`src/hdl/sdcdc_pkg.sv`:
```
// Shared types, constants and the divider step for the SD clock divider calculator.
package sdcdc_pkg;

    localparam int unsigned DATA_W = 32;
    localparam int unsigned VER_W = 8;
    localparam int unsigned FIELD_W = 16;
    localparam int unsigned CFG_IDX_W = 1;
    localparam int unsigned BITS_PER_STAGE = 2;
    localparam int unsigned DIV_STAGES = DATA_W / BITS_PER_STAGE;

    localparam logic [DATA_W-1:0] BASE_CLOCK_RESET = 32'd41666666;
    localparam logic [VER_W-1:0] HOST_VERSION_RESET = 8'd0;
    localparam logic [VER_W-1:0] DIRECT_MIN_VERSION = 8'd2;

    localparam logic [CFG_IDX_W-1:0] CFG_BASE_CLOCK = 1'd0;
    localparam logic [CFG_IDX_W-1:0] CFG_HOST_VERSION = 1'd1;

    typedef struct packed {
        logic direct;
        logic zero;
    } t_side;

    typedef struct packed {
        logic [DATA_W-1:0] rem;
        logic [DATA_W-1:0] quo;
    } t_div_st;

    function automatic t_div_st div_step(input t_div_st st, input logic [DATA_W-1:0] den);
        logic [DATA_W:0] trial;
        t_div_st res;
        trial = {st.rem, st.quo[DATA_W-1]};
        if (trial >= {1'b0, den}) begin
            trial = trial - {1'b0, den};
            res.quo = {st.quo[DATA_W-2:0], 1'b1};
        end else begin
            res.quo = {st.quo[DATA_W-2:0], 1'b0};
        end
        res.rem = trial[DATA_W-1:0];
        return res;
    endfunction

endpackage

```
`src/hdl/sdcdc_req_if.sv`:
```
// Request channel interface carrying the target card clock frequency.
interface sdcdc_req_if;
    logic                           valid;
    logic                           ready;
    logic [sdcdc_pkg::DATA_W-1:0]   target_hz;

    modport source (output valid, output target_hz, input ready);
    modport sink (input valid, input target_hz, output ready);
endinterface

```
`src/hdl/sdcdc_rsp_if.sv`:
```
// Response channel interface carrying the clock control divider field.
interface sdcdc_rsp_if;
    logic                           valid;
    logic                           ready;
    logic [sdcdc_pkg::FIELD_W-1:0]  divider_field;
    logic                           zero_target;

    modport source (output valid, output divider_field, output zero_target, input ready);
    modport sink (input valid, input divider_field, input zero_target, output ready);
endinterface

```
`src/hdl/sdcdc_div.sv`:
```
// Pipelined restoring divider that retires a fixed number of quotient bits per stage.
module sdcdc_div (
    input  logic                            i_clk,
    input  logic                            i_rst_n,
    input  logic                            i_en,
    input  logic                            i_vld,
    input  logic [sdcdc_pkg::DATA_W-1:0]    i_num,
    input  logic [sdcdc_pkg::DATA_W-1:0]    i_den,
    input  sdcdc_pkg::t_side                i_side,
    output logic                            o_vld,
    output logic [sdcdc_pkg::DATA_W-1:0]    o_quo,
    output sdcdc_pkg::t_side                o_side
);

    localparam int unsigned NS = sdcdc_pkg::DIV_STAGES;

    logic                           r_vld  [NS];
    sdcdc_pkg::t_div_st             r_st   [NS];
    logic [sdcdc_pkg::DATA_W-1:0]   r_den  [NS];
    sdcdc_pkg::t_side               r_side [NS];

    sdcdc_pkg::t_div_st             w_st   [NS];
    logic [sdcdc_pkg::DATA_W-1:0]   w_den  [NS];
    logic                           w_vld  [NS];
    sdcdc_pkg::t_side               w_side [NS];
    sdcdc_pkg::t_div_st             n_st   [NS];

    always_comb begin
        w_st[0]   = '{rem: '0, quo: i_num};
        w_den[0]  = i_den;
        w_vld[0]  = i_vld;
        w_side[0] = i_side;
        for (int k = 1; k < NS; k++) begin
            w_st[k]   = r_st[k-1];
            w_den[k]  = r_den[k-1];
            w_vld[k]  = r_vld[k-1];
            w_side[k] = r_side[k-1];
        end
    end

    always_comb begin
        for (int k = 0; k < NS; k++) begin
            n_st[k] = w_st[k];
            for (int j = 0; j < sdcdc_pkg::BITS_PER_STAGE; j++) begin
                n_st[k] = sdcdc_pkg::div_step(n_st[k], w_den[k]);
            end
        end
    end

    always_ff @(posedge i_clk) begin
        if (!i_rst_n) begin
            for (int k = 0; k < NS; k++) begin
                r_vld[k] <= 1'b0;
            end
        end else if (i_en) begin
            for (int k = 0; k < NS; k++) begin
                r_vld[k] <= w_vld[k];
            end
        end
    end

    always_ff @(posedge i_clk) begin
        if (i_en) begin
            for (int k = 0; k < NS; k++) begin
                r_st[k]   <= n_st[k];
                r_den[k]  <= w_den[k];
                r_side[k] <= w_side[k];
            end
        end
    end

    assign o_vld  = r_vld[NS-1];
    assign o_quo  = r_st[NS-1].quo;
    assign o_side = r_side[NS-1];

endmodule

```
`src/hdl/sd_clock_divider_calc_unit.sv`:
```
// Top level of the SD clock divider calculator: config registers, input and output stages.
// Each request carries a target card clock; the block divides the base clock by it and
// returns the clock control divider field, with a flag when the target is zero. One
// request is accepted every cycle while no result waits to be taken; each result passes
// one input register, a 16-stage divider that settles two quotient bits per stage, and
// one output register. The whole pipeline holds while a result waits to be taken.
// Configuration writes take effect at once and should be made while no request is in
// flight.
module sd_clock_divider_calc_unit (
    input  logic                                i_clk,
    input  logic                                i_rst_n,
    input  logic                                i_cfg_we,
    input  logic [sdcdc_pkg::CFG_IDX_W-1:0]     i_cfg_index,
    input  logic [sdcdc_pkg::DATA_W-1:0]        i_cfg_data,
    sdcdc_req_if.sink                           i_req,
    sdcdc_rsp_if.source                         o_rsp
);

    logic [sdcdc_pkg::DATA_W-1:0]   r_base_clock_hz;
    logic [sdcdc_pkg::VER_W-1:0]    r_host_version;

    logic                           w_adv;
    logic                           r_in_vld;
    logic [sdcdc_pkg::DATA_W-1:0]   r_in_num;
    logic [sdcdc_pkg::DATA_W-1:0]   r_in_den;
    sdcdc_pkg::t_side               r_in_side;

    logic                           w_div_vld;
    logic [sdcdc_pkg::DATA_W-1:0]   w_div_quo;
    sdcdc_pkg::t_side               w_div_side;

    logic                           r_out_vld;
    logic [sdcdc_pkg::FIELD_W-1:0]  r_out_field;
    logic                           r_out_zero;

    logic [sdcdc_pkg::DATA_W-1:0]   w_cm1;
    logic [2:0]                     w_shift;
    logic [9:0]                     w_div;
    logic [sdcdc_pkg::FIELD_W-1:0]  n_out_field;

    always_ff @(posedge i_clk) begin
        if (!i_rst_n) begin
            r_base_clock_hz <= sdcdc_pkg::BASE_CLOCK_RESET;
            r_host_version  <= sdcdc_pkg::HOST_VERSION_RESET;
        end else if (i_cfg_we) begin
            unique case (i_cfg_index)
                sdcdc_pkg::CFG_BASE_CLOCK:   r_base_clock_hz <= i_cfg_data;
                sdcdc_pkg::CFG_HOST_VERSION: r_host_version  <= i_cfg_data[sdcdc_pkg::VER_W-1:0];
                default: ;
            endcase
        end
    end

    assign w_adv       = !r_out_vld || o_rsp.ready;
    assign i_req.ready = w_adv;

    always_ff @(posedge i_clk) begin
        if (!i_rst_n) begin
            r_in_vld <= 1'b0;
        end else if (w_adv) begin
            r_in_vld <= i_req.valid;
        end
    end

    always_ff @(posedge i_clk) begin
        if (w_adv) begin
            r_in_num         <= r_base_clock_hz;
            r_in_den         <= i_req.target_hz;
            r_in_side.direct <= r_host_version >= sdcdc_pkg::DIRECT_MIN_VERSION;
            r_in_side.zero   <= i_req.target_hz == '0;
        end
    end

    sdcdc_div u_div (
        .i_clk   (i_clk),
        .i_rst_n (i_rst_n),
        .i_en    (w_adv),
        .i_vld   (r_in_vld),
        .i_num   (r_in_num),
        .i_den   (r_in_den),
        .i_side  (r_in_side),
        .o_vld   (w_div_vld),
        .o_quo   (w_div_quo),
        .o_side  (w_div_side)
    );

    always_comb begin
        w_cm1   = w_div_quo - 32'd1;
        w_shift = 3'd0;
        if (w_cm1[sdcdc_pkg::DATA_W-1:7] != '0) begin
            w_shift = 3'd7;
        end else begin
            for (int i = 0; i < 7; i++) begin
                if (w_cm1[i]) begin
                    w_shift = 3'(i);
                end
            end
        end
        if (w_div_side.direct) begin
            if (w_div_quo <= 32'd2) begin
                w_div = 10'd2;
            end else begin
                w_div = w_div_quo[9:0];
            end
        end else begin
            if (w_shift <= 3'd1) begin
                w_div = 10'd2;
            end else begin
                w_div = 10'd1 << w_shift;
            end
        end
        if (w_div_side.zero) begin
            n_out_field = '0;
        end else begin
            n_out_field = {w_div[7:0], w_div[9:8], 6'd0};
        end
    end

    always_ff @(posedge i_clk) begin
        if (!i_rst_n) begin
            r_out_vld <= 1'b0;
        end else if (w_adv) begin
            r_out_vld <= w_div_vld;
        end
    end

    always_ff @(posedge i_clk) begin
        if (w_adv) begin
            r_out_field <= n_out_field;
            r_out_zero  <= w_div_side.zero;
        end
    end

    assign o_rsp.valid         = r_out_vld;
    assign o_rsp.divider_field = r_out_field;
    assign o_rsp.zero_target   = r_out_zero;

endmodule

```
`src/flat_wrapper.sv`:
```
// flat-port wrapper written by rule: the top's interface ports become plain ports
module sd_clock_divider_calc_unit_flat 
  (i_clk, i_rst_n, i_cfg_we, i_cfg_index, i_cfg_data, i_req_valid, i_req_target_hz, i_req_ready, o_rsp_valid, o_rsp_divider_field, o_rsp_zero_target, o_rsp_ready);
  sdcdc_req_if i_req_i ();
  sdcdc_rsp_if o_rsp_i ();
  input  logic i_clk;
  input  logic i_rst_n;
  input  logic i_cfg_we;
  input  logic [sdcdc_pkg::CFG_IDX_W-1:0] i_cfg_index;
  input  logic [sdcdc_pkg::DATA_W-1:0] i_cfg_data;
  input wire logic [$bits(i_req_i.valid)-1:0] i_req_valid;
  input wire logic [$bits(i_req_i.target_hz)-1:0] i_req_target_hz;
  output wire logic [$bits(i_req_i.ready)-1:0] i_req_ready;
  output wire logic [$bits(o_rsp_i.valid)-1:0] o_rsp_valid;
  output wire logic [$bits(o_rsp_i.divider_field)-1:0] o_rsp_divider_field;
  output wire logic [$bits(o_rsp_i.zero_target)-1:0] o_rsp_zero_target;
  input wire logic [$bits(o_rsp_i.ready)-1:0] o_rsp_ready;
  assign i_req_i.valid = i_req_valid;
  assign i_req_i.target_hz = i_req_target_hz;
  assign i_req_ready = i_req_i.ready;
  assign o_rsp_valid = o_rsp_i.valid;
  assign o_rsp_divider_field = o_rsp_i.divider_field;
  assign o_rsp_zero_target = o_rsp_i.zero_target;
  assign o_rsp_i.ready = o_rsp_ready;
  sd_clock_divider_calc_unit u_core (.i_clk(i_clk), .i_rst_n(i_rst_n), .i_cfg_we(i_cfg_we), .i_cfg_index(i_cfg_index), .i_cfg_data(i_cfg_data), .i_req(i_req_i), .o_rsp(o_rsp_i));
endmodule
```
`config.mk`:
```
export PLATFORM = sky130hd
export DESIGN_NAME = sd_clock_divider_calc_unit_flat
export DESIGN_NICKNAME = d
export VERILOG_FILES = /design/src/hdl/sdcdc_pkg.sv /design/src/hdl/sdcdc_req_if.sv /design/src/hdl/sdcdc_rsp_if.sv /design/src/hdl/sdcdc_div.sv /design/src/hdl/sd_clock_divider_calc_unit.sv /design/src/flat_wrapper.sv
export SDC_FILE = /design/constraint.sdc
export NUM_CORES = 2
export LEC_CHECK = 0
export ABC_AREA = 1
export BUFFER_PORTS_ARGS = -buffer_cell sky130_fd_sc_hd__buf_2
export CAP_MARGIN = 10
export CORE_MARGIN = 5
export CORE_UTILIZATION = 50
export CTS_CLUSTER_DIAMETER = 200
export DETAILED_ROUTE_END_ITERATION = 7
export GPL_TIMING_DRIVEN = 0
export HOLD_SLACK_MARGIN = 0.06
export PLACE_DENSITY_LB_ADDON = 0.2
export SETUP_SLACK_MARGIN = 0.1
export SYNTH_ARGS = -nofsm -noshare
export SYNTH_HDL_FRONTEND = slang
export SYNTH_SLANG_ARGS = --single-unit
```
`constraint.sdc`:
```
create_clock -name i_clk -period 65.1 [get_ports i_clk]
set_input_delay 13.02 -clock i_clk [delete_from_list [all_inputs] [get_ports i_clk]]
set_output_delay 13.02 -clock i_clk [all_outputs]
set_load 0.02 [all_outputs]
```
==> qor.csv <==
metric;value;unit
outcome;finished clean;
Die Height;500.7;um
io pins;89;
Buffers on Ports;82;
nature of the critical path startpoint;input pin;
DRT iter0 DRCs;10680;
wirelength, routed;398100;um
fmax;0.03701;GHz
yosys warns;0;
Worst-Skew Late Latency;0.87;ns
initial core utilization;50.14;%
# Max-Cap Violations;0;
Max Slew Vio Count;0;
H-Tree Depth;4;
Setup Skew;0.06622;ns
Routed Antenna Nets;0;
overall power;6.669;mW
core footprint;240100;um^2
vias in the first global route;97180;
CTS tree;yes;
global-route wire length before repair;588200;um
Worst slew margin;27.89;%
setup bufs post-CTS;0;
Tot GR Track Use;30.71;%
DRC violations left;0;
fin crit period;27.02;ns
Final Util;54.69;%
Reg2Reg Depth;28;
Post-CTS Hold Fix Bufs;0;
Lkg Pwr;62.61;nW
CP endpoint kind;output port;
pin count of the biggest net entering global routing;142;
CP max FO;76;
GPL Wtd Cong;1.022;
Min-Delay Path Class;reg2reg;
clock tree buffer depth;3;
Seq cells post-synth;1638;
# clock sinks;1638;
post-route cell area;131300;um^2
number of gates resized after cts;0;
kind of critical path;in2out;
Netlist Area Pre-Place;120400;um^2
synth unique cells;75;
Arrival @ worst endpoint;14.00;ns
Overflow after GRT;0;
Synth Instances;14990;
Post-synth top flop;edfxtp_1;
area growth from synthesis to layout;9.076;%
Hold Fails Final Rpt;0;
post-synthesis area per instance;8.030;um^2
drt wl/cell;21.39;um
peak supply drop;0.03673;mV
detailed placement HPWL;331600;um
unrepaired setup endpoints after global routing;false;
Worst Hold Depth;0;
via count;103800;
Post-synth EDFFs;1588;
Die X;500.7;um
Vias/cell;5.575;
Final Setup Violations;0;
worst hold slack;0.3793;ns
Least-Margin Pin Slew;1.070;ns
sequential fraction of the synthesis area;40.45;%
Fillers;23160;
# rows;180;
power density cells;50.79;nW/um^2
layout cells sized above 1;5.356;%
Root Driver;clkbuf_16;
Synth async-reset ratio;0;%
area post-placement;125200;um^2
worst path required time;52.08;ns
TNS Setup;0;ns
number of CTS-inserted buffers;180;
drt pass-1 iters;6;
final worst-path cycle share;41.51;%
Reg clk slew, reported paths;0.06;ns
nets;16370;
Die ar.;250700;um^2
initial antenna violation count;20;
==> final timing paths <==
kind	to	slack (ns)	start
max	i_req_ready	38.08	o_rsp_ready
min	u_core.u_div.r_st[1][199]	0.38	u_core.u_div.r_st[1][133]
max reg2reg	u_core.u_div.r_st[1][60]	58.94	u_core.u_div.r_den[0][248]
min reg2reg	u_core.u_div.r_st[1][199]	0.38	u_core.u_div.r_st[1][133]
==> worst max-delay path, stage by stage <==
cell    delay (ns)
buf_2         0.10
nor2_1        0.33
inv_8         0.29
buf_2         0.25
==> sequential cells by signal (all words and copies together) (netlist names) <==
signal and count:
u_core.u_div.r_side 32, u_core.r_in_num 32, u_core.o_rsp.zero_target 1, u_core.u_div.r_st 992
u_core.r_in_den 32, u_core.r_in_vld 1, u_core.o_rsp.valid 1, u_core.o_rsp.divider_field 10
u_core.r_base_clock_hz 32, u_core.u_div.r_vld 16, u_core.r_in_side 2, u_core.u_div.r_den 480
u_core.r_host_version 7
==> cells in the mapped netlist, types with 50 or more instances <==
cell	instances	area, um^2
a31oi_1	137	857.1
nand3_1	976	4885
o21ai_0	612	3063
nor3_1	164	820.8
nand4_1	162	1013
nand2_1	4066	15260
o21ai_1	311	1556
o21bai_1	62	465.5
ha_1	996	12460
buf_2	100	500.5
nand3b_1	61	457.9
o21a_1	85	638.1
or2_2	50	312.8
dfxtp_1	50	1001
edfxtp_1	1588	47690
xor2_1	482	4222
inv_1	1757	6595
clkbuf_1	54	202.7
a21oi_1	997	4990
nor2_1	1258	4722
a21o_1	148	1111
nor4_1	68	425.4
xnor2_1	312	2733
==> report_power, final <==
| part | total [mW] | leakage [nW] | switching, mW | internal (mW) |
|---|---|---|---|---|
| Combinational | 4.03 | 41.7 | 2.68 | 1.35 |
| Sequential | 1.59 | 18.0 | 0.134 | 1.46 |
| Clock | 1.04 | 2.90 | 0.452 | 0.589 |
==> final cells by class <==
class / count / area (um^2) / area share (%)
multi-input combinational: 11310 / 63440 / 48.32
sequential: 1638 / 48690 / 37.08
inverter: 1807 / 6799 / 5.179
clock buffer: 198 / 4572 / 3.482
tap: 3185 / 3985 / 3.035
clock inverter: 134 / 1535 / 1.169
buffer: 238 / 1468 / 1.118
timing repair buffer: 96 / 795.8 / 0.6061
antenna: 4 / 10.01 / 0.007624
==> per-stage QoR <==
stage               std cells  setup slack [ns]
floorplan               15000             8.652
global placement        18260            -6.753
detailed placement      18280             38.04
CTS                     18610             38.05
global route            18610             38.01
finish                  18610             38.08
==> cells in the final DEF, fill, tap and decap left out, types with 14 or more instances in the layout <==
master / synthesis / layout
buf_2: 100 / 182
a21boi_0: 20 / 20
edfxtp_1: 1588 / 1588
o21ai_0: 612 / 612
clkinvlp_4: 0 / 23
or2_2: 50 / 50
a211oi_1: 16 / 16
inv_1: 1757 / 1756
xnor2_1: 312 / 312
a31oi_1: 137 / 137
o21bai_1: 62 / 62
ha_1: 996 / 996
bufinv_16: 0 / 18
nor4_1: 68 / 68
o211ai_1: 29 / 29
nand3_1: 976 / 976
a221oi_1: 40 / 40
clkbuf_16: 0 / 180
nand2_2: 39 / 39
fa_1: 30 / 30
nand2_1: 4066 / 4066
o21ai_1: 311 / 311
nor2_2: 20 / 20
dfxtp_1: 50 / 50
nand4_1: 162 / 162
buf_4: 49 / 49
buf_6: 28 / 28
clkinv_1: 2 / 31
inv_2: 44 / 44
nor3_1: 164 / 164
a21o_1: 148 / 148
clkbuf_1: 54 / 72
a21oi_1: 997 / 997
nand3b_1: 61 / 61
xor2_1: 482 / 482
o21ai_2: 28 / 28
o21a_1: 85 / 85
nor2_1: 1258 / 1258
buf_16: 0 / 14
clkinv_2: 1 / 29
==> cells by family after synthesis <==
family          after synthesis  share of synthesized area [%]
compound gates             2571                          12.13
flops                      1638                          40.45
buf+inv                    2045                          6.862
other cells                   1                       0.003115
simple gates               6915                          23.93
fa+ha+maj                  1026                          10.85
xor+xnor                    794                          5.777
==> metal layers <==
layer  vias to the layer above  global-route usage, %  wire length [um]
met1                     48080                  43.00            176900
met2                      3603                  47.42            172600
met4                         0                  14.75             21960
li1                      51410                      -                 -
met3                       673                  3.791             26640
met5                         -                      0                 0
(Power assumes the default switching activity.)
